==> config.mk <==
export PLATFORM = sky130hd
export DESIGN_NAME = servo_command_token_parser
export DESIGN_NICKNAME = d
export VERILOG_FILES = /design/src/hw/rtl/sctp_pkg.sv /design/src/hw/rtl/sctp_front.sv /design/src/hw/rtl/sctp_cmd_queue.sv /design/src/hw/rtl/sctp_back.sv /design/src/hw/rtl/servo_command_token_parser.sv
export VERILOG_INCLUDE_DIRS = /design/src /design/src/hw/rtl
export SDC_FILE = /design/constraint.sdc
export NUM_CORES = 1
export LEC_CHECK = 0
export ABC_AREA = 1
export BUFFER_PORTS_ARGS = -buffer_cell sky130_fd_sc_hd__buf_2
export CORE_MARGIN = 2
export CORE_UTILIZATION = 45
export DETAILED_ROUTE_END_ITERATION = 10
export GPL_TIMING_DRIVEN = 0
export PLACE_DENSITY = 0.7
export SETUP_SLACK_MARGIN = 0.5
export SYNTH_ARGS = -nofsm -noshare
export SYNTH_HDL_FRONTEND = slang
export SYNTH_SLANG_ARGS = --single-unit
==> constraint.sdc <==
create_clock -name clk_i -period 6.6 [get_ports clk_i]
set_input_delay 0.33 -clock clk_i [delete_from_list [all_inputs] [get_ports clk_i]]
set_output_delay 0.33 -clock clk_i [all_outputs]
set_load 0.01 [all_outputs]
==> src/hw/rtl/assert_macros.svh <==
// Concurrent assertion macros for the RTL modules; sctp_back includes them.
`ifndef ASSERT_MACROS_SVH
`define ASSERT_MACROS_SVH

`ifndef SYNTH

// Property must hold at every clock edge outside reset.
`define ASSERT_CLK(lbl, prop, msg) \
  lbl: assert property (@(posedge clk_i) disable iff (!rst_ni) (prop)) else $error(msg);

// Expression must never be true at a clock edge outside reset.
`define ASSERT_NEVER(lbl, expr, msg) \
  lbl: assert property (@(posedge clk_i) disable iff (!rst_ni) !(expr)) else $error(msg);

`else

`define ASSERT_CLK(lbl, prop, msg)
`define ASSERT_NEVER(lbl, expr, msg)

`endif

`endif

==> src/hw/rtl/sctp_pkg.sv <==
// Types and constants shared by the servo command token parser modules.
`timescale 1ns / 1ps
`default_nettype none

package sctp_pkg;

  localparam int SERVO_COUNT = 32;
  localparam int TOKEN_CHARS = 6;
  localparam int LEN_W       = $clog2(TOKEN_CHARS + 1);

  localparam int CFG_IDX_W = 2;
  localparam logic [CFG_IDX_W-1:0] CFG_MIN_PULSE = 2'd0;
  localparam logic [CFG_IDX_W-1:0] CFG_MAX_PULSE = 2'd1;
  localparam logic [15:0] MIN_PULSE_RST = 16'd500;
  localparam logic [15:0] MAX_PULSE_RST = 16'd2500;

  localparam logic [7:0] CH_CR    = 8'h0D;
  localparam logic [7:0] SEL_NONE = 8'd255;

  // Command word indexes; pending command holds index + 1, zero for none.
  localparam logic [3:0] W_HASH   = 4'd0;
  localparam logic [3:0] W_H      = 4'd1;
  localparam logic [3:0] W_L      = 4'd2;
  localparam logic [3:0] W_P      = 4'd3;
  localparam logic [3:0] W_Q      = 4'd4;
  localparam logic [3:0] W_QC     = 4'd5;
  localparam logic [3:0] W_QP     = 4'd6;
  localparam logic [3:0] W_QV     = 4'd7;
  localparam logic [3:0] W_S      = 4'd8;
  localparam logic [3:0] W_T      = 4'd9;
  localparam logic [3:0] W_VER    = 4'd10;
  localparam logic [3:0] CMD_NONE = 4'd0;

  typedef enum logic [1:0] {
    TOK_NONE,
    TOK_WORD,
    TOK_NUMBER
  } tok_kind_e;

  typedef enum logic [3:0] {
    ACT_NONE         = 4'd0,
    ACT_SET_WIDTH    = 4'd1,
    ACT_SET_SPEED    = 4'd2,
    ACT_LIMP         = 4'd3,
    ACT_HOLD         = 4'd4,
    ACT_MOVE_TIME    = 4'd5,
    ACT_QUERY_STATUS = 4'd6,
    ACT_QUERY_POS    = 4'd7,
    ACT_QUERY_BATT   = 4'd8,
    ACT_VERSION      = 4'd9
  } action_e;

  // One finished token (or nothing) per received byte.
  typedef struct packed {
    tok_kind_e   kind;
    logic [3:0]  word;
    logic [15:0] number;
    logic        cmd_end;
  } tok_evt_t;

  typedef struct packed {
    action_e     action;
    logic [4:0]  servo;
    logic [15:0] value;
    logic        cmd_end;
  } res_t;

endpackage

`default_nettype wire

==> src/hw/rtl/sctp_front.sv <==
// Front end: byte classification, token collection and command word matching.
`timescale 1ns / 1ps
`default_nettype none

module sctp_front (
  input  logic                clk_i,
  input  logic                rst_ni,
  input  logic                accept_i,
  input  logic [7:0]          rx_byte_i,
  output sctp_pkg::tok_evt_t  evt_o
);
  import sctp_pkg::*;

  typedef enum logic [1:0] {
    CLS_SPACE,
    CLS_DIGIT,
    CLS_OTHER
  } class_e;

  // Only the first few characters matter for matching; longer words never match.
  localparam int MATCH_CHARS = 3;
  localparam int MIDX_W      = $clog2(MATCH_CHARS);

  localparam logic [7:0] CH_HASH = "#";
  localparam logic [7:0] CH_C    = "C";
  localparam logic [7:0] CH_E    = "E";
  localparam logic [7:0] CH_H    = "H";
  localparam logic [7:0] CH_L    = "L";
  localparam logic [7:0] CH_P    = "P";
  localparam logic [7:0] CH_Q    = "Q";
  localparam logic [7:0] CH_R    = "R";
  localparam logic [7:0] CH_S    = "S";
  localparam logic [7:0] CH_T    = "T";
  localparam logic [7:0] CH_V    = "V";

  class_e           cls, prev_q, prev_d;
  logic [LEN_W-1:0] len_q, len_d, len_base;
  logic [15:0]      num_q, num_d, num_base;
  logic [7:0]       chars_q [MATCH_CHARS];
  logic [7:0]       ch_up;
  logic             changed, keep, hit;
  logic [3:0]       widx;

  always_comb begin
    if (rx_byte_i == 8'h20 || rx_byte_i inside {[8'h09:8'h0D]}) begin
      cls = CLS_SPACE;
    end else if (rx_byte_i inside {[8'h30:8'h39]}) begin
      cls = CLS_DIGIT;
    end else begin
      cls = CLS_OTHER;
    end
    ch_up = (rx_byte_i inside {[8'h61:8'h7A]}) ? (rx_byte_i - 8'h20) : rx_byte_i;
  end

  // Exact match of the collected word against the command list.
  always_comb begin
    hit  = 1'b0;
    widx = W_HASH;
    case (len_q)
      LEN_W'(1): begin
        hit = 1'b1;
        case (chars_q[0])
          CH_HASH: widx = W_HASH;
          CH_H:    widx = W_H;
          CH_L:    widx = W_L;
          CH_P:    widx = W_P;
          CH_Q:    widx = W_Q;
          CH_S:    widx = W_S;
          CH_T:    widx = W_T;
          default: hit = 1'b0;
        endcase
      end
      LEN_W'(2): begin
        if (chars_q[0] == CH_Q) begin
          hit = 1'b1;
          case (chars_q[1])
            CH_C:    widx = W_QC;
            CH_P:    widx = W_QP;
            CH_V:    widx = W_QV;
            default: hit = 1'b0;
          endcase
        end
      end
      LEN_W'(3): begin
        if (chars_q[0] == CH_V && chars_q[1] == CH_E && chars_q[2] == CH_R) begin
          hit  = 1'b1;
          widx = W_VER;
        end
      end
      default: ;
    endcase
  end

  always_comb begin
    changed  = (cls != prev_q);
    len_base = changed ? '0 : len_q;
    num_base = changed ? 16'd0 : num_q;
    keep     = (cls != CLS_SPACE) && (len_base < LEN_W'(TOKEN_CHARS));

    evt_o.kind    = TOK_NONE;
    evt_o.word    = widx;
    evt_o.number  = num_q;
    evt_o.cmd_end = (rx_byte_i == CH_CR);
    if (changed && prev_q == CLS_OTHER && hit) begin
      evt_o.kind = TOK_WORD;
    end else if (changed && prev_q == CLS_DIGIT) begin
      evt_o.kind = TOK_NUMBER;
    end

    prev_d = prev_q;
    len_d  = len_q;
    num_d  = num_q;
    if (accept_i) begin
      prev_d = cls;
      len_d  = len_base;
      num_d  = num_base;
      if (keep) begin
        len_d = len_base + LEN_W'(1);
        if (cls == CLS_DIGIT) begin
          // num * 10 + digit, kept modulo 2^16
          num_d = (num_base << 3) + (num_base << 1) + {12'd0, rx_byte_i[3:0]};
        end
      end
    end
  end

  always_ff @(posedge clk_i or negedge rst_ni) begin
    if (!rst_ni) begin
      prev_q <= CLS_SPACE;
      len_q  <= '0;
    end else begin
      prev_q <= prev_d;
      len_q  <= len_d;
    end
  end

  always_ff @(posedge clk_i) begin
    num_q <= num_d;
    if (accept_i && keep && len_base < LEN_W'(MATCH_CHARS)) begin
      chars_q[len_base[MIDX_W-1:0]] <= ch_up;
    end
  end

endmodule

`default_nettype wire

==> src/hw/rtl/sctp_cmd_queue.sv <==
// Two-entry token queue between the front end and the command executor.
`timescale 1ns / 1ps
`default_nettype none

module sctp_cmd_queue (
  input  logic                clk_i,
  input  logic                rst_ni,
  input  logic                push_i,
  input  sctp_pkg::tok_evt_t  data_i,
  output logic                full_o,
  input  logic                pop_i,
  output logic                valid_o,
  output sctp_pkg::tok_evt_t  data_o
);
  import sctp_pkg::*;

  tok_evt_t   mem_q [2];
  logic       wr_ptr_q, rd_ptr_q;
  logic [1:0] cnt_q, cnt_d;

  assign full_o  = (cnt_q == 2'd2);
  assign valid_o = (cnt_q != 2'd0);
  assign data_o  = mem_q[rd_ptr_q];

  always_comb begin
    cnt_d = cnt_q;
    if (push_i && !pop_i) begin
      cnt_d = cnt_q + 2'd1;
    end else if (pop_i && !push_i) begin
      cnt_d = cnt_q - 2'd1;
    end
  end

  always_ff @(posedge clk_i or negedge rst_ni) begin
    if (!rst_ni) begin
      wr_ptr_q <= 1'b0;
      rd_ptr_q <= 1'b0;
      cnt_q    <= 2'd0;
    end else begin
      cnt_q <= cnt_d;
      if (push_i) begin
        wr_ptr_q <= ~wr_ptr_q;
      end
      if (pop_i) begin
        rd_ptr_q <= ~rd_ptr_q;
      end
    end
  end

  always_ff @(posedge clk_i) begin
    if (push_i) begin
      mem_q[wr_ptr_q] <= data_i;
    end
  end

endmodule

`default_nettype wire

==> src/hw/rtl/sctp_back.sv <==
// Back end: command state, argument handling, range checks and result queue.
`timescale 1ns / 1ps
`default_nettype none

module sctp_back (
  input  logic                          clk_i,
  input  logic                          rst_ni,
  input  logic                          evt_valid_i,
  input  sctp_pkg::tok_evt_t            evt_i,
  output logic                          evt_pop_o,
  input  logic                          cfg_we_i,
  input  logic [sctp_pkg::CFG_IDX_W-1:0] cfg_index_i,
  input  logic [15:0]                   cfg_data_i,
  input  logic                          pop_i,
  output logic                          empty_o,
  output sctp_pkg::res_t                res_o
);
  import sctp_pkg::*;

  `include "assert_macros.svh"

  logic [15:0] min_q, max_q;
  logic [3:0]  pend_q, pend_d;
  logic        needs_q, needs_d;
  logic [7:0]  sel_q, sel_d;

  res_t        res_mem_q [2];
  logic        res_wr_q, res_rd_q;
  logic [1:0]  res_cnt_q;
  logic        pop_fire, fire;

  logic        exec, servo_ok;
  logic [3:0]  exec_idx;
  logic [15:0] exec_arg;
  res_t        res;

  function automatic logic takes_arg(input logic [3:0] idx);
    return (idx == W_HASH) || (idx == W_P) || (idx == W_S) || (idx == W_T);
  endfunction

  assign pop_fire  = pop_i && (res_cnt_q != 2'd0);
  assign fire      = evt_valid_i && ((res_cnt_q != 2'd2) || pop_fire);
  assign evt_pop_o = fire;
  assign empty_o   = (res_cnt_q == 2'd0);
  assign res_o     = res_mem_q[res_rd_q];
  assign servo_ok  = (sel_q < 8'(SERVO_COUNT));

  always_comb begin
    pend_d   = pend_q;
    needs_d  = needs_q;
    exec     = 1'b0;
    exec_idx = evt_i.word;
    exec_arg = 16'd0;
    if (evt_i.kind == TOK_WORD) begin
      pend_d  = evt_i.word + 4'd1;
      needs_d = takes_arg(evt_i.word);
      exec    = !takes_arg(evt_i.word);
    end else if (evt_i.kind == TOK_NUMBER && pend_q != CMD_NONE && needs_q) begin
      exec     = 1'b1;
      exec_idx = pend_q - 4'd1;
      exec_arg = evt_i.number;
    end

    sel_d       = sel_q;
    res.action  = ACT_NONE;
    res.servo   = 5'd0;
    res.value   = 16'd0;
    res.cmd_end = evt_i.cmd_end;
    if (exec) begin
      case (exec_idx)
        W_HASH: sel_d = exec_arg[7:0];
        W_H: begin
          if (servo_ok) begin
            res.action = ACT_HOLD;
            res.servo  = sel_q[4:0];
          end
        end
        W_L: begin
          if (servo_ok) begin
            res.action = ACT_LIMP;
            res.servo  = sel_q[4:0];
          end
        end
        W_P: begin
          if (servo_ok && exec_arg >= min_q && exec_arg <= max_q) begin
            res.action = ACT_SET_WIDTH;
            res.servo  = sel_q[4:0];
            res.value  = exec_arg;
          end
        end
        W_Q: begin
          if (servo_ok) begin
            res.action = ACT_QUERY_STATUS;
            res.servo  = sel_q[4:0];
          end
        end
        W_QP: begin
          if (servo_ok) begin
            res.action = ACT_QUERY_POS;
            res.servo  = sel_q[4:0];
          end
        end
        W_QV:  res.action = ACT_QUERY_BATT;
        W_S: begin
          if (servo_ok) begin
            res.action = ACT_SET_SPEED;
            res.servo  = sel_q[4:0];
            res.value  = exec_arg;
          end
        end
        W_T: begin
          res.action = ACT_MOVE_TIME;
          res.value  = exec_arg;
        end
        W_VER: res.action = ACT_VERSION;
        default: ;  // current query and unused codes: no action
      endcase
    end

    // carriage return closes the command after its token is handled
    if (evt_i.cmd_end) begin
      pend_d  = CMD_NONE;
      needs_d = 1'b0;
      sel_d   = SEL_NONE;
    end
  end

  always_ff @(posedge clk_i or negedge rst_ni) begin
    if (!rst_ni) begin
      min_q     <= MIN_PULSE_RST;
      max_q     <= MAX_PULSE_RST;
      pend_q    <= CMD_NONE;
      needs_q   <= 1'b0;
      sel_q     <= SEL_NONE;
      res_wr_q  <= 1'b0;
      res_rd_q  <= 1'b0;
      res_cnt_q <= 2'd0;
    end else begin
      if (cfg_we_i && cfg_index_i == CFG_MIN_PULSE) begin
        min_q <= cfg_data_i;
      end
      if (cfg_we_i && cfg_index_i == CFG_MAX_PULSE) begin
        max_q <= cfg_data_i;
      end
      if (fire) begin
        pend_q   <= pend_d;
        needs_q  <= needs_d;
        sel_q    <= sel_d;
        res_wr_q <= ~res_wr_q;
      end
      if (pop_fire) begin
        res_rd_q <= ~res_rd_q;
      end
      if (fire && !pop_fire) begin
        res_cnt_q <= res_cnt_q + 2'd1;
      end else if (pop_fire && !fire) begin
        res_cnt_q <= res_cnt_q - 2'd1;
      end
    end
  end

  always_ff @(posedge clk_i) begin
    if (fire) begin
      res_mem_q[res_wr_q] <= res;
    end
  end

  `ASSERT_CLK(a_cr_clears, fire && evt_i.cmd_end |=> pend_q == CMD_NONE && sel_q == SEL_NONE && !needs_q, "carriage return did not clear command state")
  `ASSERT_CLK(a_width_in_range, fire && res.action == ACT_SET_WIDTH |-> res.value >= min_q && res.value <= max_q, "pulse width out of range passed")
  `ASSERT_CLK(a_no_servo_field, fire && (res.action == ACT_NONE || res.action == ACT_MOVE_TIME || res.action == ACT_QUERY_BATT || res.action == ACT_VERSION) |-> res.servo == 5'd0, "servo field set for a servo-less action")
  `ASSERT_NEVER(a_res_overrun, fire && res_cnt_q == 2'd2 && !pop_fire, "result queue overrun")

endmodule

`default_nettype wire

==> src/hw/rtl/servo_command_token_parser.sv <==
// Top level of the servo command token parser: front end, token queue, executor.
`timescale 1ns / 1ps
`default_nettype none

// Servo command token parser. Feed it the serial receive stream one byte per
// transaction on push/full; it returns exactly one action transaction per byte
// on empty/pop, in byte order. Bytes are split into whitespace, digit and other
// runs (letters folded to upper case, at most six characters kept per run).
// Words # H L P Q QC QP QV S T VER are recognized when the run ends; numbers
// are taken modulo 65536 and go to the pending argument command, which stays
// pending until carriage return or the next recognized word. Carriage return
// sets command_end and drops the selected servo and pending command. Throughput
// is one byte per clock while the token queue has room: the front end
// classifies the byte, steps the decimal accumulator and matches the finished
// word in the cycle the byte is taken, and the executor handles one token per
// clock while the result queue has room. Two-entry queues sit between front
// end and executor and on the result side, so either side may stall without
// blocking the other until they fill.
// Configuration writes (index 0 minimum, index 1 maximum pulse width) are
// always ready and must be issued only while no bytes are in flight.

module servo_command_token_parser (
  input  logic                           clk_i,
  input  logic                           rst_ni,
  // byte input queue
  input  logic                           push,
  output logic                           full,
  input  logic [7:0]                     rx_byte_i,
  // result queue
  output logic                           empty,
  input  logic                           pop,
  output logic [3:0]                     action_o,
  output logic [4:0]                     servo_o,
  output logic [15:0]                    value_o,
  output logic                           command_end_o,
  // configuration write channel
  input  logic                           cfg_valid_i,
  output logic                           cfg_ready_o,
  input  logic [sctp_pkg::CFG_IDX_W-1:0] cfg_index_i,
  input  logic [15:0]                    cfg_data_i
);
  import sctp_pkg::*;

  logic     in_accept;
  tok_evt_t front_evt, back_evt;
  logic     q_valid, q_pop;
  res_t     res;

  assign cfg_ready_o = 1'b1;
  assign in_accept   = push && !full;

  sctp_front u_front (
    .clk_i     (clk_i),
    .rst_ni    (rst_ni),
    .accept_i  (in_accept),
    .rx_byte_i (rx_byte_i),
    .evt_o     (front_evt)
  );

  // every accepted byte enters the queue, token or not, so results stay 1:1
  sctp_cmd_queue u_queue (
    .clk_i   (clk_i),
    .rst_ni  (rst_ni),
    .push_i  (in_accept),
    .data_i  (front_evt),
    .full_o  (full),
    .pop_i   (q_pop),
    .valid_o (q_valid),
    .data_o  (back_evt)
  );

  sctp_back u_back (
    .clk_i       (clk_i),
    .rst_ni      (rst_ni),
    .evt_valid_i (q_valid),
    .evt_i       (back_evt),
    .evt_pop_o   (q_pop),
    .cfg_we_i    (cfg_valid_i && cfg_ready_o),
    .cfg_index_i (cfg_index_i),
    .cfg_data_i  (cfg_data_i),
    .pop_i       (pop),
    .empty_o     (empty),
    .res_o       (res)
  );

  assign action_o      = res.action;
  assign servo_o       = res.servo;
  assign value_o       = res.value;
  assign command_end_o = res.cmd_end;

endmodule

`default_nettype wire

==> results.cfg <==
[worst_hold_path]
holdCritPathClass = input pin to async pin

[sta]
totalNegativeSetupSlack_ps = 0
period_needed_ps = 4170
drv_slew = 0
slew_headroom_pct = 38.2
worst_pin_slew_ps = 918
holdWs_ps = -13.9
fmax_mhz = 240
rsz0062_at_grt = false
finalHoldViolCount = 24
finalClockSkew_ps = 11.3
fin_crit_sh_pct = 63.2
setup_viol = 0

[final_layout]
multiInputGateArea_um2 = 4110
final_cell_mix = 277 x nand2_1, 153 x inv_1, 138 x edfxtp_1, 85 x nor2_1, 70 x ha_1
fin_nets = 1299
final_cells = 1494
layout-drive-gt1-share_pct = 14.0
diodes = 0
layout_commonest_cell = nand2_1
area_growth_pct = 12.3
regArea_um2 = 5620
nFillCells = 2067

[outcome]
outcome = finished, violations left
violations = hold timing

[detailed_routing]
dr_wl_met2_mm = 10.3
viasPerCell = 5.02
dr.first_iter.drc_count = 414
postRouteAntennaNets = 0
drtPass1Iterations = 5
vias = 7494
wl_met1_mm = 9.57
wl_met3_um = 819
drc = 0
wire_per_inst_um = 14.1
drt_wl_total_mm = 21.0
routed.top_layer = met4

[yosys]
synth-edff-count = 138
ys_async_sr_fraction_pct = 29.6
synth_seq_cells = 196
postSynthAreaPerCell_um2 = 9.39
yosysWarningCount = 0
ys_seq_area_share_pct = 53.7
synth.distinct_cells = 53
synth_ff_type = edfxtp_1
post_synth_instance_area_um2 = 10500
synth_cells = 1115
synth_nets = 1218

[worst_setup_path]
cpLargestDelayFamily = simple AND/OR/NAND/NOR gates
crit_chain = buf_2, nor2_1, nand2_1, a21oi_1, nand2_1, nand3_1, nand2_1, nor2_2, buf_2, nand2_1, fa_1, inv_1, ha_1, nand3_1, nand2_1, nand2_1, o211ai_1, inv_1, o21ai_0, nand4_1, nand2_1, nand3_1, nand3_1, nand2_1
worstPathRequired_ps = 6790
crit_type = input pin to flip-flop
startpoint_type = input pin
critPathMaxStageDelay_ps = 590
crit_buf_inv = 4
cp.arrival_ps = 4360
worstPathMaxFanout = 10
crit_top_cell = nand2_1
crit_path_end_kind = flip-flop
crit_slowest_cell = fa_1

[clocking]
cts_tree = yes
cts_buffer_depth = 2
htree_levels = 4
clk_pin_slew_ps = 70
cts-root-buf = clkbuf_16
post-cts-setup-buffers = 0
cts_buffers = 17
clkLatencyLatePin_ps = 430
cts_resized = 0
cts-hold-fix-buffers = 0
clock-sinks = 196

[grt]
grt_overflow = 0
grt_pass1_wl_mm = 35.1
grt_usage_pct = 18.1
grt_max_degree = 59
grt_pass1_vias = 7273
antenna_found_initial = 0

[place]
dp_hpwl_mm = 15.6
routabilityCongestion = 0.828
place_inst = 1462
port_buffers = 58

[power]
ir_drop_uv = 203
p_leak_nw = 5.45
power_density_nw_per_um2 = 425

[floorplanning]
die_h_um = 157
start_util_pct = 46.1
die_w_um = 157
rows = 55
die_area_um2 = 24500
io_pins = 60
core_um2 = 22700

[run]
max_cap_viol_count = 0
==> final timing paths <==
kind | from | to | slack, ps | cells after the start
min in group clk_i | cfg_data_i[11] | u_back.max_q[11]$_DFFE_PN1P_ | 130 | 3
worst min-delay path | rst_ni | u_back.max_q[13]$_DFFE_PN0P_ | -10 | 1
worst min register to register | u_back.min_q[1]$_DFFE_PN0P_ | u_back.min_q[1]$_DFFE_PN0P_ | 490 | 2
worst max-delay path | rx_byte_i[7] | u_front.num_q[15]$_DFFE_PP_ | 2430 | 24
max in group asynchronous | rst_ni | u_back.min_q[1]$_DFFE_PN0P_ | 6110 | 1
worst max register to register | u_front.prev_q[1]$_DFFE_PN0P_ | u_front.num_q[15]$_DFFE_PP_ | 2790 | 19
==> per-layer routing <==
layer  GRT usage [%]  up-vias
met4            5.07        0
met1            23.3     3465
met3            3.35       23
li1                -     3858
met2            31.5      148
met5               0        -
==> sequential cells by signal, summed over array words and instances, names as in the netlist <==
signal / flops
u_back.sel_q: 8
u_back.res_mem_q: 52
u_back.res_cnt_q: 2
u_back.pend_q: 4
u_front.num_q: 16
u_back.res_rd_q: 1
u_queue.wr_ptr_q: 1
u_back.min_q: 16
u_front.prev_q: 2
u_back.max_q: 16
u_queue.mem_q: 46
u_front.chars_q: 24
u_queue.rd_ptr_q: 1
u_front.len_q: 3
u_back.needs_q: 1
u_queue.cnt_q: 2
u_back.res_wr_q: 1
==> worst reg2reg max path: cells and delay by family (launching register included) <==
family / cells / cell delay, ps
AO/OA/AOI/OAI: 2 / 480
buffers and inverters: 3 / 450
flip-flops: 1 / 420
adder cells (fa/ha/maj): 2 / 870
AND/OR/NAND/NOR: 12 / 1370
==> report_power, final <==
group          total (W)  internal, W  switching [W]
logic            0.00199     0.000681        0.00131
clock network    0.00100     0.000504       0.000497
registers        0.00200      0.00184       0.000167
total            0.00500      0.00302        0.00197
==> synth_stat cells, drive strengths merged, types with 7 or more instances <==
cell,count,share of area [%]
nor3,12,0.68
dfrtp,39,9.3
o21ai,76,4.0
inv,161,5.8
nand2,283,10
nor2,95,3.6
nand4,12,1.1
xor2,14,1.2
clkbuf,12,0.43
edfxtp,138,40
buf,11,0.84
dfstp,19,4.8
a21oi,65,3.3
a31oi,8,0.48
and2,7,0.42
nand3,49,2.7
ha,70,8.4
==> area by class of cell <==
type	instances	share of cell area, %
sequential	196	47.8
tap	285	3.03
inverter	164	5.24
multi-input combinational	732	35.0
buffer	23	1.13
clock buffer	18	3.65
clock inverter	14	1.20
timing repair buffer	62	3.00
==> per-stage QoR <==
stage | setup WS (ps) | area (µm²) | utilization [%] | total power [W] | hold WS, ps
detailed placement | 2040 | 11200 | 49.3 | 0.00403 | 467
global route | 2020 | 11800 | 51.8 | 0.00539 | 38.5
CTS | 2480 | 11800 | 51.8 | 0.00502 | 118
global placement | 2050 | 11100 | 48.9 | 0.00393 | 458
floorplan | 2870 | 10500 | - | 0.00344 | 34.4
finish | 2430 | 11800 | 51.8 | 0.00500 | -13.9
==> cells by family after synthesis <==
logic type	count (synthesis)	share of synthesized area, %
other	1	0.0358
xor gates and xnor gates	20	1.67
and+or+nand+nor	472	19.7
adders and majority gates	72	8.75
DFF	196	53.7
AOI/OAI and AO/OA	167	9.06
buffers and inverters	187	7.15
No activity file was read; power rests on OpenSTA's default activity.
